**src/hdl/sosm_pkg.sv**
```systemverilog
// ----------------------------------------------------------------------------
// sosm_pkg: shared types and constants for the shift-or substring matcher
// Mask word layout, request codes, register indexes and the case fold.
// ----------------------------------------------------------------------------
package sosm_pkg;

  localparam int MAX_PATTERN = 64;             // mask word width in bits
  localparam int VEC_W       = MAX_PATTERN;
  localparam int TABLE_DEPTH = 256;            // one word per byte value
  localparam int ADDR_W      = 8;
  localparam int POS_W       = 6;              // pattern_pos field width
  localparam int IDX_W       = $clog2(MAX_PATTERN);
  localparam int LEN_W       = 7;              // pattern_length register width
  localparam int OFF_W       = 32;             // byte offset width
  localparam int OUT_W       = 32;             // reported offset width
  localparam int REQ_W       = 2;
  localparam int CFG_IDX_W   = 1;
  localparam int CFG_DATA_W  = 7;

  // request codes
  localparam logic [REQ_W-1:0] REQ_CLEAR = 2'd0;
  localparam logic [REQ_W-1:0] REQ_LOAD  = 2'd1;
  localparam logic [REQ_W-1:0] REQ_TEXT  = 2'd2;

  // configuration register indexes
  localparam logic [CFG_IDX_W-1:0] CFG_PATTERN_LENGTH = 1'd0;
  localparam logic [CFG_IDX_W-1:0] CFG_FOLD_CASE      = 1'd1;

  localparam logic [VEC_W-1:0] VEC_ONES = {VEC_W{1'b1}};

  typedef logic [VEC_W-1:0]  vec_t;
  typedef logic [ADDR_W-1:0] addr_t;

  // mask table write / clear port
  typedef struct packed {
    logic  en;
    addr_t addr;
    vec_t  data;
    logic  clr;
  } mem_wr_t;

  // per-word command into the scan engine
  typedef struct packed {
    logic step;     // text byte completes this cycle
    logic restart;  // clear request: restart text state
    logic last;     // text byte ends the text
  } scan_cmd_t;

  // ASCII upper to lower when folding is on
  function automatic addr_t fold_byte(input logic [7:0] c, input logic ic);
    addr_t r;
    r = c;
    if (ic && (c >= 8'h41) && (c <= 8'h5A)) begin
      r = c + 8'h20;
    end
    return r;
  endfunction

endpackage

```
**src/hdl/sosm_scan.sv**
```systemverilog
// ----------------------------------------------------------------------------
// sosm_scan: shift-or recurrence and result register
// Holds match vector, byte offset and found flag; forms one result per byte.
// ----------------------------------------------------------------------------
module sosm_scan (
  input  logic                         clk,
  input  logic                         rst,
  input  sosm_pkg::scan_cmd_t          cmd,
  input  sosm_pkg::vec_t               mask,
  input  logic [sosm_pkg::LEN_W-1:0]   pattern_length,
  input  logic                         out_stall,
  output logic                         out_valid,
  output logic                         match_found,
  output logic [sosm_pkg::OUT_W-1:0]   match_start,
  output logic [sosm_pkg::OUT_W-1:0]   match_end,
  output logic                         any_match,
  output logic                         text_end
);

  sosm_pkg::vec_t              d;
  logic [sosm_pkg::OFF_W-1:0]  offset;
  logic                        found;

  sosm_pkg::vec_t              d_next;
  logic [sosm_pkg::LEN_W-1:0]  len;
  logic [sosm_pkg::LEN_W-1:0]  len_m1;
  logic [sosm_pkg::OFF_W-1:0]  off_inc;
  logic                        hit;

  always_comb begin
    if (pattern_length > sosm_pkg::LEN_W'(sosm_pkg::MAX_PATTERN)) begin
      len = sosm_pkg::LEN_W'(sosm_pkg::MAX_PATTERN);
    end else begin
      len = pattern_length;
    end
    len_m1  = len - 1'b1;
    d_next  = {d[sosm_pkg::VEC_W-2:0], 1'b0} | mask;
    off_inc = offset + 1'b1;
    hit     = !found && ((len == '0) || !d_next[len_m1[sosm_pkg::IDX_W-1:0]]);
  end

  always_ff @(posedge clk) begin
    if (rst || cmd.restart) begin
      d      <= sosm_pkg::VEC_ONES;
      offset <= '0;
      found  <= 1'b0;
    end else if (cmd.step) begin
      if (cmd.last) begin
        d      <= sosm_pkg::VEC_ONES;
        offset <= '0;
        found  <= 1'b0;
      end else begin
        d      <= d_next;
        offset <= off_inc;
        found  <= found | hit;
      end
    end
  end

  always_ff @(posedge clk) begin
    if (rst) begin
      out_valid <= 1'b0;
    end else if (cmd.step) begin
      out_valid <= 1'b1;
    end else if (!out_stall) begin
      out_valid <= 1'b0;
    end
  end

  always_ff @(posedge clk) begin
    if (cmd.step) begin
      match_found <= hit;
      any_match   <= found | hit;
      text_end    <= cmd.last;
      if (hit && (len != '0)) begin
        match_end   <= sosm_pkg::OUT_W'(off_inc);
        match_start <= sosm_pkg::OUT_W'(off_inc - sosm_pkg::OFF_W'(len));
      end else begin
        match_end   <= '0;
        match_start <= '0;
      end
    end
  end

endmodule
```
**config.mk**
```make
export PLATFORM = sky130hd
export DESIGN_NAME = sosm_scan
export DESIGN_NICKNAME = d
export VERILOG_FILES = /design/src/hdl/sosm_pkg.sv /design/src/hdl/sosm_scan.sv
export SDC_FILE = /design/constraint.sdc
export NUM_CORES = 1
export LEC_CHECK = 0
export BUFFER_PORTS_ARGS = -buffer_cell sky130_fd_sc_hd__buf_4
export CAP_MARGIN = 20
export CORE_AREA = 2 2 158 160
export CTS_BUF_LIST = sky130_fd_sc_hd__clkbuf_8
export DETAILED_ROUTE_END_ITERATION = 12
export DIE_AREA = 0 0 160 162
export HOLD_SLACK_MARGIN = 0.15
export PLACE_DENSITY = 0.56
export SLEW_MARGIN = 20
export SYNTH_ARGS = -nofsm -noshare
export SYNTH_HDL_FRONTEND = slang
export SYNTH_SLANG_ARGS = --single-unit
```
**constraint.sdc**
```tcl
create_clock -name clk -period 5 [get_ports clk]
set_input_delay 1 -clock clk [delete_from_list [all_inputs] [get_ports clk]]
set_output_delay 1 -clock clk [all_outputs]
set_load 0.05 [all_outputs]
```
# Yosys cells after proc, flatten, opt, wreduce, memory -nomap -nowiden
# Index checks and enable logic that the tools add are counted.
dict set report classes {
  addsub 3
  n_lt_le_gt_ge 2
  eq_ne 1
  mux 8
  bitwise 2
  n_reduce_logical 8
}
# cell count
set op_table {}
lappend op_table {{$or A64 B64 Y64} 1}
lappend op_table {{$mux W63} 1}
lappend op_table {{$add A32 B1 Y32 const B} 1}
lappend op_table {{$mux W32} 1}
lappend op_table {{$sub A32 B7 Y32} 1}
lappend op_table {{$gt A7 B7 Y1 const B} 1}
lappend op_table {{$logic_not A7 Y1} 1}
lappend op_table {{$lt A6 B7 Y1 const B} 1}
lappend op_table {{$mux W7} 1}
lappend op_table {{$reduce_bool A7 Y1} 1}
lappend op_table {{$bmux W1 S6} 1}
lappend op_table {{$sub A6 B1 Y6 const B} 1}
lappend op_table {{$mux W1} 4}
lappend op_table {{$logic_and A1 B1 Y1} 2}
lappend op_table {{$logic_not A1 Y1} 2}
lappend op_table {{$logic_or A1 B1 Y1} 2}
lappend op_table {{$ne A2 B2 Y1 const B} 1}
lappend op_table {{$or A1 B1 Y1} 1}
dict set report totals {
  ff_bits 164
}

# Longest topological paths before layout
# Gate-level depths: netlist (run 1).
dict set report depth {
  depth_word 10
  depth_mapped 15
  mapped_depth_nobuf 12
}

# Least setup slack after synthesis (run 1)
# OpenSTA, ideal clock, no wires.
dict set report synth_path {
  path_type {input -> register}
  start {input pattern_length[0] (netlist bit)}
  end {register match_start[30] (netlist bit) (data pin)}
  arrival_time_ns 4.106
  required_ns 4.743
  setup_slack_ns 0.638
  cell_stages 15
  path_buffers 3
  path_cell_list {nor2b_1 clkbuf_1 buf_2 ha_1 inv_1 fa_1 a21o_1 a21o_1 a21o_1 maj3_1 a21o_1 buf_2 nor4b_1 xor2_1 nor2_1}
}
dict set report synth_via {
  elab_chain_len 9
}
# element line
set synth_lines {}
lappend synth_lines {{from (decl)} sosm_scan.sv:10} ;# input logic [sosm_pkg::LEN_W-1:0] pattern_length,
lappend synth_lines {{$gt A7 B7 Y1} sosm_scan.sv:31} ;# if (pattern_length > sosm_pkg::LEN_W'(sosm_pkg::MAX_PATTERN)) begin
lappend synth_lines {{$mux W7 (*)} sosm_scan.sv:31}
lappend synth_lines {{$sub A6 B1 Y6} sosm_scan.sv:36} ;# len_m1 = len - 1'b1;
lappend synth_lines {{$bmux W1 S6} sosm_scan.sv:39} ;# hit = !found && ((len == '0) || !d_next[len_m1[sosm_pkg::IDX_W-1:0]]);
lappend synth_lines {{$mux W1 (not written as such)} sosm_scan.sv:39}
lappend synth_lines {{$logic_not A1 Y1} sosm_scan.sv:39}
lappend synth_lines {{$logic_or A1 B1 Y1} sosm_scan.sv:39}
lappend synth_lines {{$logic_and A1 B1 Y1} sosm_scan.sv:39}
lappend synth_lines {{$logic_and A1 B1 Y1} sosm_scan.sv:75} ;# if (hit && (len != '0)) begin
lappend synth_lines {{to (signal assigned)} sosm_scan.sv:77} ;# match_start <= sosm_pkg::OUT_W'(off_inc - sosm_pkg::OFF_W'(len));
lappend synth_lines {{to (decl)} sosm_scan.sv:14} ;# output logic [sosm_pkg::OUT_W-1:0] match_start,
# Every way passes the cells marked *; elsewhere a longest branch is shown, timed or not. The select of a mux whose other input is x is not followed.
# A chain may end at the register's enable or synchronous reset.

# Final worst setup path (run 1)
dict set report layout_path {
  start {input pattern_length[6] (netlist bit)}
  end {register match_start[6] (netlist bit) (data pin)}
}
# Same word-level chain as after synthesis.

==> impl_metrics.ini, run 1 <==
[route]
via_count = 7156
final_antenna_net_count = 0
dr.pass1.iters = 5
viasPerCell = 5.31
wl_um = 22300
drt_iter0_drc = 535
post-route-drc-count = 0
wire_per_inst_um = 16.6

[timing]
final.min_clock_period_ns = 3.97
fmax_ghz = 0.252
finalSetupViolCount = 0
relSlewSlack_pct = 36.2
worst_pin_slew_ns = 0.953
tns_ns = 0
fin_crit_sh_pct = 79.4
finalMaxSlewViolations = 0
hold_slack_ns = 0.480
rsz0062_at_grt = false
hold_viol_final = 0
fin_skew_ns = 0.0241

[final_layout]
area_growth_pct = 21.6
layout-drive-gt1-share_pct = 20.2
nFillCells = 2466
fin_util_pct = 42.0
fin_nets = 1097
fin_area_um2 = 10100
n_antenna_cell = 0

[setup_path]
cp_slowest_stage_delay_ns = 0.53
cp.required_ns = 5.29
critPathKind = primary input to register
path_buf_inv = 3
cp-end-kind = register
crit_top_cell = buf_4
crit_arrival_ns = 4.26
cp_slowest_cell = nand3_2
cp_top_family = simple AND/OR/NAND/NOR gates
startpoint_type = primary input
worst-path-max-fanout = 29
cp_cell_sequence = buf_4, inv_1, nand2_1, ha_1, or4b_1, o211ai_1, nor2b_1, o311ai_0, nand4_1, o31a_1, nand3_2, buf_4, nor3b_1

[clock_network]
cts_root_buf = clkbuf_8
cts_made_buffers = 17
hold_buffers = 0
path_clk_slew_ns = 0.10
post-cts-setup-buffers = 0
clock_sinks = 164
clock_path_buffers = 2
clk_latency_ns = 0.46
cts_max_level = 4
cts_tree = done
post_cts_resize_count = 0

[flow_run]
cap_violations = 0

[power]
power_uw = 3150
powerDensity_nw_per_um2 = 312
p_leak_uw = 0.00366
peakVddDrop_uv = 136

[die]
core_area_um2 = 24100
die_h_um = 162
start_util_pct = 34.5
row_count = 57
fp.dieW_um = 160
dieArea_um2 = 25900
ios = 145

[synth]
synth_edf_count = 67
ys_top_cells_by_area = edfxtp_1, dfxtp_1, o32ai_1
synth.distinct_cells = 60
netlist_top_cells_count = nor2_1, dfxtp_1, nand2_1
synth_fp_nets = 986
netlist_area_um2 = 8310
async_reset_ff_share_pct = 0
yosys.area_share.simple_pct = 23.4
yosys.area_share.adder_pct = 1.84
synthMuxAreaShare_pct = 0.752
synth_area_leader_cell = edfxtp_1
synth_xor_area_share_pct = 6.22
ys_seq_elements = 164
synth_top_family_by_area = simple AND/OR/NAND/NOR gates
postSynthCellCount = 899
synth_compound_area_share_pct = 15.7
synth_top_area_share_pct = 24.2
yosys.cell_count.top_type = nor2_1
yosysSeqAreaShare_pct = 47.6
avgSynthCellArea_um2 = 9.25
yosysWarnings = 0
synth_ff_type = dfxtp_1

[global_route]
antenna_found_initial = 0
grt_pass1_wl_um = 36500
grt_usage_pct = 17.4
grt_pass1_vias = 6897
grt_max_degree = 69
grt_overflow = 0

[placed_design]
gp_congestion = 0.846
hpwl_um = 15300
portBuffers = 144
dpl_cell_area_um2 = 9660

[run_status]
status = finished clean

[min_path]
hp-class = register to register
==> placed cells by master (no fill, tap or decap), types with 28 or more instances in the layout <==
cell type  netlist  routed
nor2_1         124     123
o32ai_1         58      58
a21oi_1         34      34
edfxtp_1        67      67
dfxtp_1         97      97
nor3_1          48      48
buf_4            5     157
xnor2_1         32      32
o311ai_0        28      28
nand2_1         92      92
==> flip-flops by register name, indices dropped and copies added (netlist names) <==
| signal | flops |
|---|---|
| any_match | 1 |
| d | 63 |
| found | 1 |
| match_end | 32 |
| match_found | 1 |
| match_start | 32 |
| offset | 32 |
| out_valid | 1 |
| text_end | 1 |
==> cell families after synthesis <==
kind of cell | Yosys count
flops | 164
xor+xnor | 59
compound gates | 175
simple gates | 394
mux | 5
fa+ha+maj | 12
buf+inv | 90
==> per-layer routing <==
layer / up-vias / track usage [%] / routed length (um)
met3: 16 / 4.60 / 1440
met1: 3395 / 23.2 / 10400
li1: 3543 / - / -
met4: 0 / 4.71 / 286
met5: - / 0 / 0
met2: 202 / 28.0 / 10300
==> worst paths after layout <==
check,from,end,slack [ns],depth (start not counted)
worst min-delay path,d[10],d[10],0.48,2
worst max register to register,offset[0],match_start[22],1.11,11
worst max-delay path,pattern_length[6],match_start[6],1.03,13
worst min register to register,d[10],d[10],0.48,2
==> metrics by stage <==
step,setup WS (ns),std cells
final,1.03,1347
after detailed placement,0.555,1315
after global placement,0.683,1315
after global routing,0.659,1347
after CTS,1.02,1347
after floorplan,0.638,899
==> worst reg2reg max path, stage by stage, from the launching register on <==
cell and delay [ns]:
dfxtp_1 0.55, ha_1 0.43, xor2_1 0.34, ha_1 0.34
a21o_1 0.18, a21o_1 0.20, a21o_1 0.20, maj3_1 0.41
a21o_1 0.36, nor4_1 0.42, xor2_1 0.18, nor2_1 0.05
==> final cells by class <==
class	count	area, um^2	share of cell area [%]
inverters	23	86.3	0.854
clock inverters	15	215	2.13
clock buffers	17	234	2.31
flip-flops and latches	164	3950	39.1
well taps	324	405	4.01
multi-input cells	645	4000	39.6
repair buffers	159	1220	12.1
==> where the power goes <==
group	total, uW	switching [uW]	leakage, uW	internal (uW)
Clock	1100	540	0.000233	562
Combinational	578	390	0.00196	188
Sequential	1470	15.5	0.00147	1460
Power figures use the tool's default switching activity.
==> run 2, diff against run 1 <==
Settings changed: ABC_AREA set to 1, CORE_AREA 2 2 158 160 to 2 2 164 166, DIE_AREA 0 0 160 162 to 0 0 166 168.
Clock period 5 ns to 3.7 ns, I/O delays scaled along.
==> impl_metrics.ini, run 2 <==
[die]
dieArea_um2 = 27900
fp.dieW_um = 166
core_area_um2 = 26400
start_util_pct = 34.2
ios = 145
row_count = 60
die_h_um = 168

[clock_network]
cts_root_buf = clkbuf_8
clock_path_buffers = 2
post-cts-setup-buffers = 0
cts_tree = done
clock_sinks = 164
post_cts_resize_count = 0
hold_buffers = 0
cts_made_buffers = 17
cts_max_level = 4
path_clk_slew_ns = 0.10
clk_latency_ns = 0.46

[route]
final_antenna_net_count = 0
dr.pass1.iters = 6
viasPerCell = 4.89
drt_iter0_drc = 624
wire_per_inst_um = 14.8
post-route-drc-count = 0
via_count = 8344
wl_um = 25300

[synth]
netlist_top_cells_count = nand2_1, nor2_1, nand3_1
ys_top_cells_by_area = edfxtp_1, dfxtp_1, nand2_1
avgSynthCellArea_um2 = 7.39
yosysSeqAreaShare_pct = 43.9
synth_edf_count = 67
async_reset_ff_share_pct = 0
ys_seq_elements = 164
netlist_area_um2 = 9000
postSynthCellCount = 1219
synth_area_leader_cell = edfxtp_1
synth_ff_type = dfxtp_1
synth_top_area_share_pct = 22.3
synth.distinct_cells = 36
yosysWarnings = 0
synth_fp_nets = 1306
yosys.cell_count.top_type = nand2_1

[timing]
fin_skew_ns = 0.0180
worst_pin_slew_ns = 1.05
final.min_clock_period_ns = 3.35
fin_crit_sh_pct = 90.6
finalWorstSetupSlack_ns = 0.349
finalMaxSlewViolations = 0
relSlewSlack_pct = 29.9
hold_viol_final = 0
rsz0062_at_grt = false
tns_ns = 0
fmax_ghz = 0.298
finalSetupViolCount = 0

[setup_path]
cp.required_ns = 3.92
r2r-start = offset[0]
worst-path-max-fanout = 8
r2r_cells = 15
cp-end-kind = register
startpoint_type = register
crit_arrival_ns = 3.57
r2r-end = match_start[27]
r2r_slack_ns = 0.35
critPathKind = register to register

[power]
powerDensity_nw_per_um2 = 402
peakVddDrop_uv = 296
p_leak_uw = 0.00486
power_uw = 4380

[global_route]
antenna_found_initial = 0
grt_usage_pct = 18.2
grt_max_degree = 70
grt_pass1_wl_um = 41100
grt_pass1_vias = 7907
grt_overflow = 0

[final_layout]
area_growth_pct = 21.0
fin_util_pct = 41.4
fin_nets = 1440
mostFrequentLayoutCell = nand2_1
layout_common_cells = nand2_1, buf_4, nor2_1
largest_reg_flops = 63
layout-drive-gt1-share_pct = 23.9
top_register = d
n_antenna_cell = 0
instances_no_fill = 1707

[placed_design]
portBuffers = 144
place_inst = 1675
hpwl_um = 18900
place_ws_ns = 0.336
gp_congestion = 0.899

[run_status]
status = finished clean

[flow_run]
cap_violations = 0

[min_path]
hold_end = out_valid
worstHoldStart = out_valid
min_path_cells = 2
hp-class = register to register
-- run 2: kinds of logic (layout without fill, tap and decap cells) --
family,count (synthesis),after routing,share of synthesized area [%]
fa+ha+maj,10,10,1.47
buf+inv,152,299,6.50
compound gates,124,124,7.93
simple gates,749,749,38.2
flops,164,164,43.9
xor+xnor,20,20,2.03
-- run 2: per-stage QoR --
stage	instance area, um^2	hold slack (ns)
2_1_floorplan	9000	0.436
3_3_place_gp	10500	0.440
3_5_place_dp	10500	0.450
4_1_cts	10900	0.441
5_1_grt	10900	0.435
6_report	10900	0.457
-- run 2: report_power, final --
| part | leakage, uW | switching, uW | total, uW | internal, uW |
|---|---|---|---|---|
| sequential | 0.00144 | 32.0 | 2030 | 2000 |
| combinational | 0.00320 | 646 | 929 | 283 |
| clock | 0.000219 | 763 | 1430 | 663 |
| total | 0.00486 | 1440 | 4380 | 2940 |
-- run 2: area by class of cell --
type	instances	area, um^2
clock buffer	19	262
clock inverter	13	163
fill	2739	15500
inverter	107	403
multi-input combinational	903	4480
sequential	164	3950
tap	341	427
timing repair buffer	160	1210
-- run 2: worst max-delay path, cell delays in order, from the launching register on --
cell and delay, ns:
dfxtp_1 0.54, ha_1 0.38, nand3_1 0.21, nor2_1 0.29, xor2_1 0.32, ha_1 0.35, inv_1 0.10, nor2_1 0.05
nor2_1 0.16, nand2_1 0.18, nor2_8 0.23, nand2_4 0.08, nor2_1 0.09, nand2_1 0.05, nand2_1 0.06, nor2_1 0.04
-- run 2: worst max-delay path by stage --
stage,from,endpoint,slack [ns],depth (start not counted)
final,offset[0],match_start[27],0.35,15
after global routing,offset[0],match_start[29],0.07,13
after CTS,offset[0],match_start[27],0.33,15
after detailed placement,offset[0],match_start[27],0.34,15
after global placement,offset[0],match_start[27],0.36,15
after floorplan,pattern_length[6],match_start[12],0.65,16
-- run 2: metal layers --
layer | share of wire, % | global-route usage (%)
met1 | 48 | 25.8
met2 | 45 | 28.9
met3 | 5.4 | 3.10
met4 | 1.2 | 4.12
met5 | 0 | 0
==> run 3, diff against run 2 <==
Settings changed: CAP_MARGIN 20 to 10, CORE_AREA 2 2 164 166 to 2 2 145 147, DIE_AREA 0 0 166 168 to 0 0 147 149, PLACE_DENSITY 0.56 to 0.68.
Clock period 3.7 ns to 4.2 ns, I/O delays scaled along.
==> impl_metrics.ini, run 3 (synthesized netlist as in run 2, its figures left out) <==
[run_status]
status = finished clean

[timing]
relSlewSlack_pct = 29.1
fin_crit_sh_pct = 75.1
tns_ns = 0
hold_viol_final = 0
final.min_clock_period_ns = 3.15
finalSetupViolCount = 0
fmax_ghz = 0.317
rsz0062_at_grt = false
worst_pin_slew_ns = 1.06
finalMaxSlewViolations = 0
fin_skew_ns = 0.0128

[route]
wl_um = 24100
wire_per_inst_um = 14.7
drt_iter0_drc = 630
final_antenna_net_count = 0
via_count = 8288
dr.pass1.iters = 5
post-route-drc-count = 0
viasPerCell = 5.07

[clock_network]
cts_made_buffers = 17
cts_tree = done
post-cts-setup-buffers = 0
clock_sinks = 164
path_clk_slew_ns = 0.09
cts_max_level = 4
hold_buffers = 0
cts_root_buf = clkbuf_8
post_cts_resize_count = 0
clock_path_buffers = 2
clk_latency_ns = 0.47

[global_route]
grt_pass1_vias = 7752
antenna_found_initial = 0
grt_usage_pct = 22.4
grt_overflow = 0
grt_pass1_wl_um = 39400
grt_max_degree = 132

[final_layout]
layout_common_cells = nand2_1, buf_4, nor2_1
nFillCells = 2044
fin_nets = 1435
top_register = d
n_antenna_cell = 0
largest_reg_flops = 63
area_growth_pct = 19.5
layout-drive-gt1-share_pct = 23.5
mostFrequentLayoutCell = nand2_1

[setup_path]
critPathKind = primary input to register
crit_arrival_ns = 3.46
cp_cell_sequence = buf_4, inv_2, nand2_1, ha_1, buf_4, inv_1, nand3_1, nand3_1, nand3_1, nand3_1, nand3_1, nand2_1, nand3_2, buf_12, a21oi_1
startpoint_type = primary input
cp_slowest_cell = inv_1
cp_slowest_stage_delay_ns = 0.47
cp.required_ns = 4.50
cp-end-kind = register
path_buf_inv = 5
cp_top_family = buffers and inverters
worst-path-max-fanout = 64
crit_top_cell = nand3_1
r2r_slack_ns = 1.09

[power]
power_frac_comb_pct = 21.5
peakVddDrop_uv = 182
powerDensity_nw_per_um2 = 351
intPower_uw = 2550
p_sw_share_pct = 32.4
switchingPower_uw = 1220
seqPwrFrac_pct = 47.3
p_leak_uw = 0.00484
power_uw = 3780
p_clk_share_pct = 31.2

[die]
die_h_um = 149
fp.dieW_um = 147
ios = 145
core_area_um2 = 20600
dieArea_um2 = 21900
start_util_pct = 43.8
row_count = 53

[placed_design]
portBuffers = 144
gp_congestion = 0.892
hpwl_um = 17600

[flow_run]
cap_violations = 0

[min_path]
hp-class = register to register
run 3: worst paths after layout:
path,startpoint,to,depth (start not counted)
hold / removal,out_valid,out_valid,2
setup reg to reg,offset[0],match_start[27],17
hold reg to reg,out_valid,out_valid,2
setup / recovery,pattern_length[6],match_start[6],15
run 3: routing by layer:
| metal | vias to the layer above | track usage [%] | routed length [um] |
|---|---|---|---|
| li1 | 4220 | - | - |
| met1 | 3761 | 31.7 | 11200 |
| met2 | 287 | 36.2 | 11000 |
| met3 | 20 | 3.55 | 1620 |
| met4 | 0 | 5.24 | 286 |
| met5 | - | 0 | 0 |
run 3: worst min-delay path, delay by kind of cell, from the launching register on:
kind,cells,cell delay [ns]
AOI/OAI and AO/OA,1,0.05
and+or+nand+nor,1,0.05
DFF,1,0.32
run 3: cell type report:
| type | count | area, um^2 | share of cell area (%) |
|---|---|---|---|
| Clock buffer | 18 | 248 | 2.30 |
| Clock inverter | 14 | 148 | 1.37 |
| Inverter | 107 | 403 | 3.74 |
| Multi-Input combinational cell | 903 | 4480 | 41.6 |
| Sequential cell | 164 | 3950 | 36.7 |
| Tap cell | 275 | 344 | 3.20 |
| Timing Repair Buffer | 155 | 1190 | 11.0 |
run 3: metrics by stage:
step	instances	hold slack [ns]	worst slack (ns)	util, %	area, um^2
after floorplan	1219	0.436	1.05	-	9000
after global placement	1604	0.440	0.642	50.4	10400
after detailed placement	1604	0.451	0.615	50.4	10400
after CTS	1636	0.462	1.08	52.3	10800
after global routing	1636	0.490	0.807	52.3	10800
final	1636	0.458	1.05	52.3	10800
run 3: power groups by stage:
stage	Sequential (uW)	Clock, uW	Combinational (uW)
after detailed placement	1820	0	811
after floorplan	2090	0	261
after CTS	1790	1200	813
after global routing	1790	1260	867
after global placement	1820	0	808
final	1790	1180	812
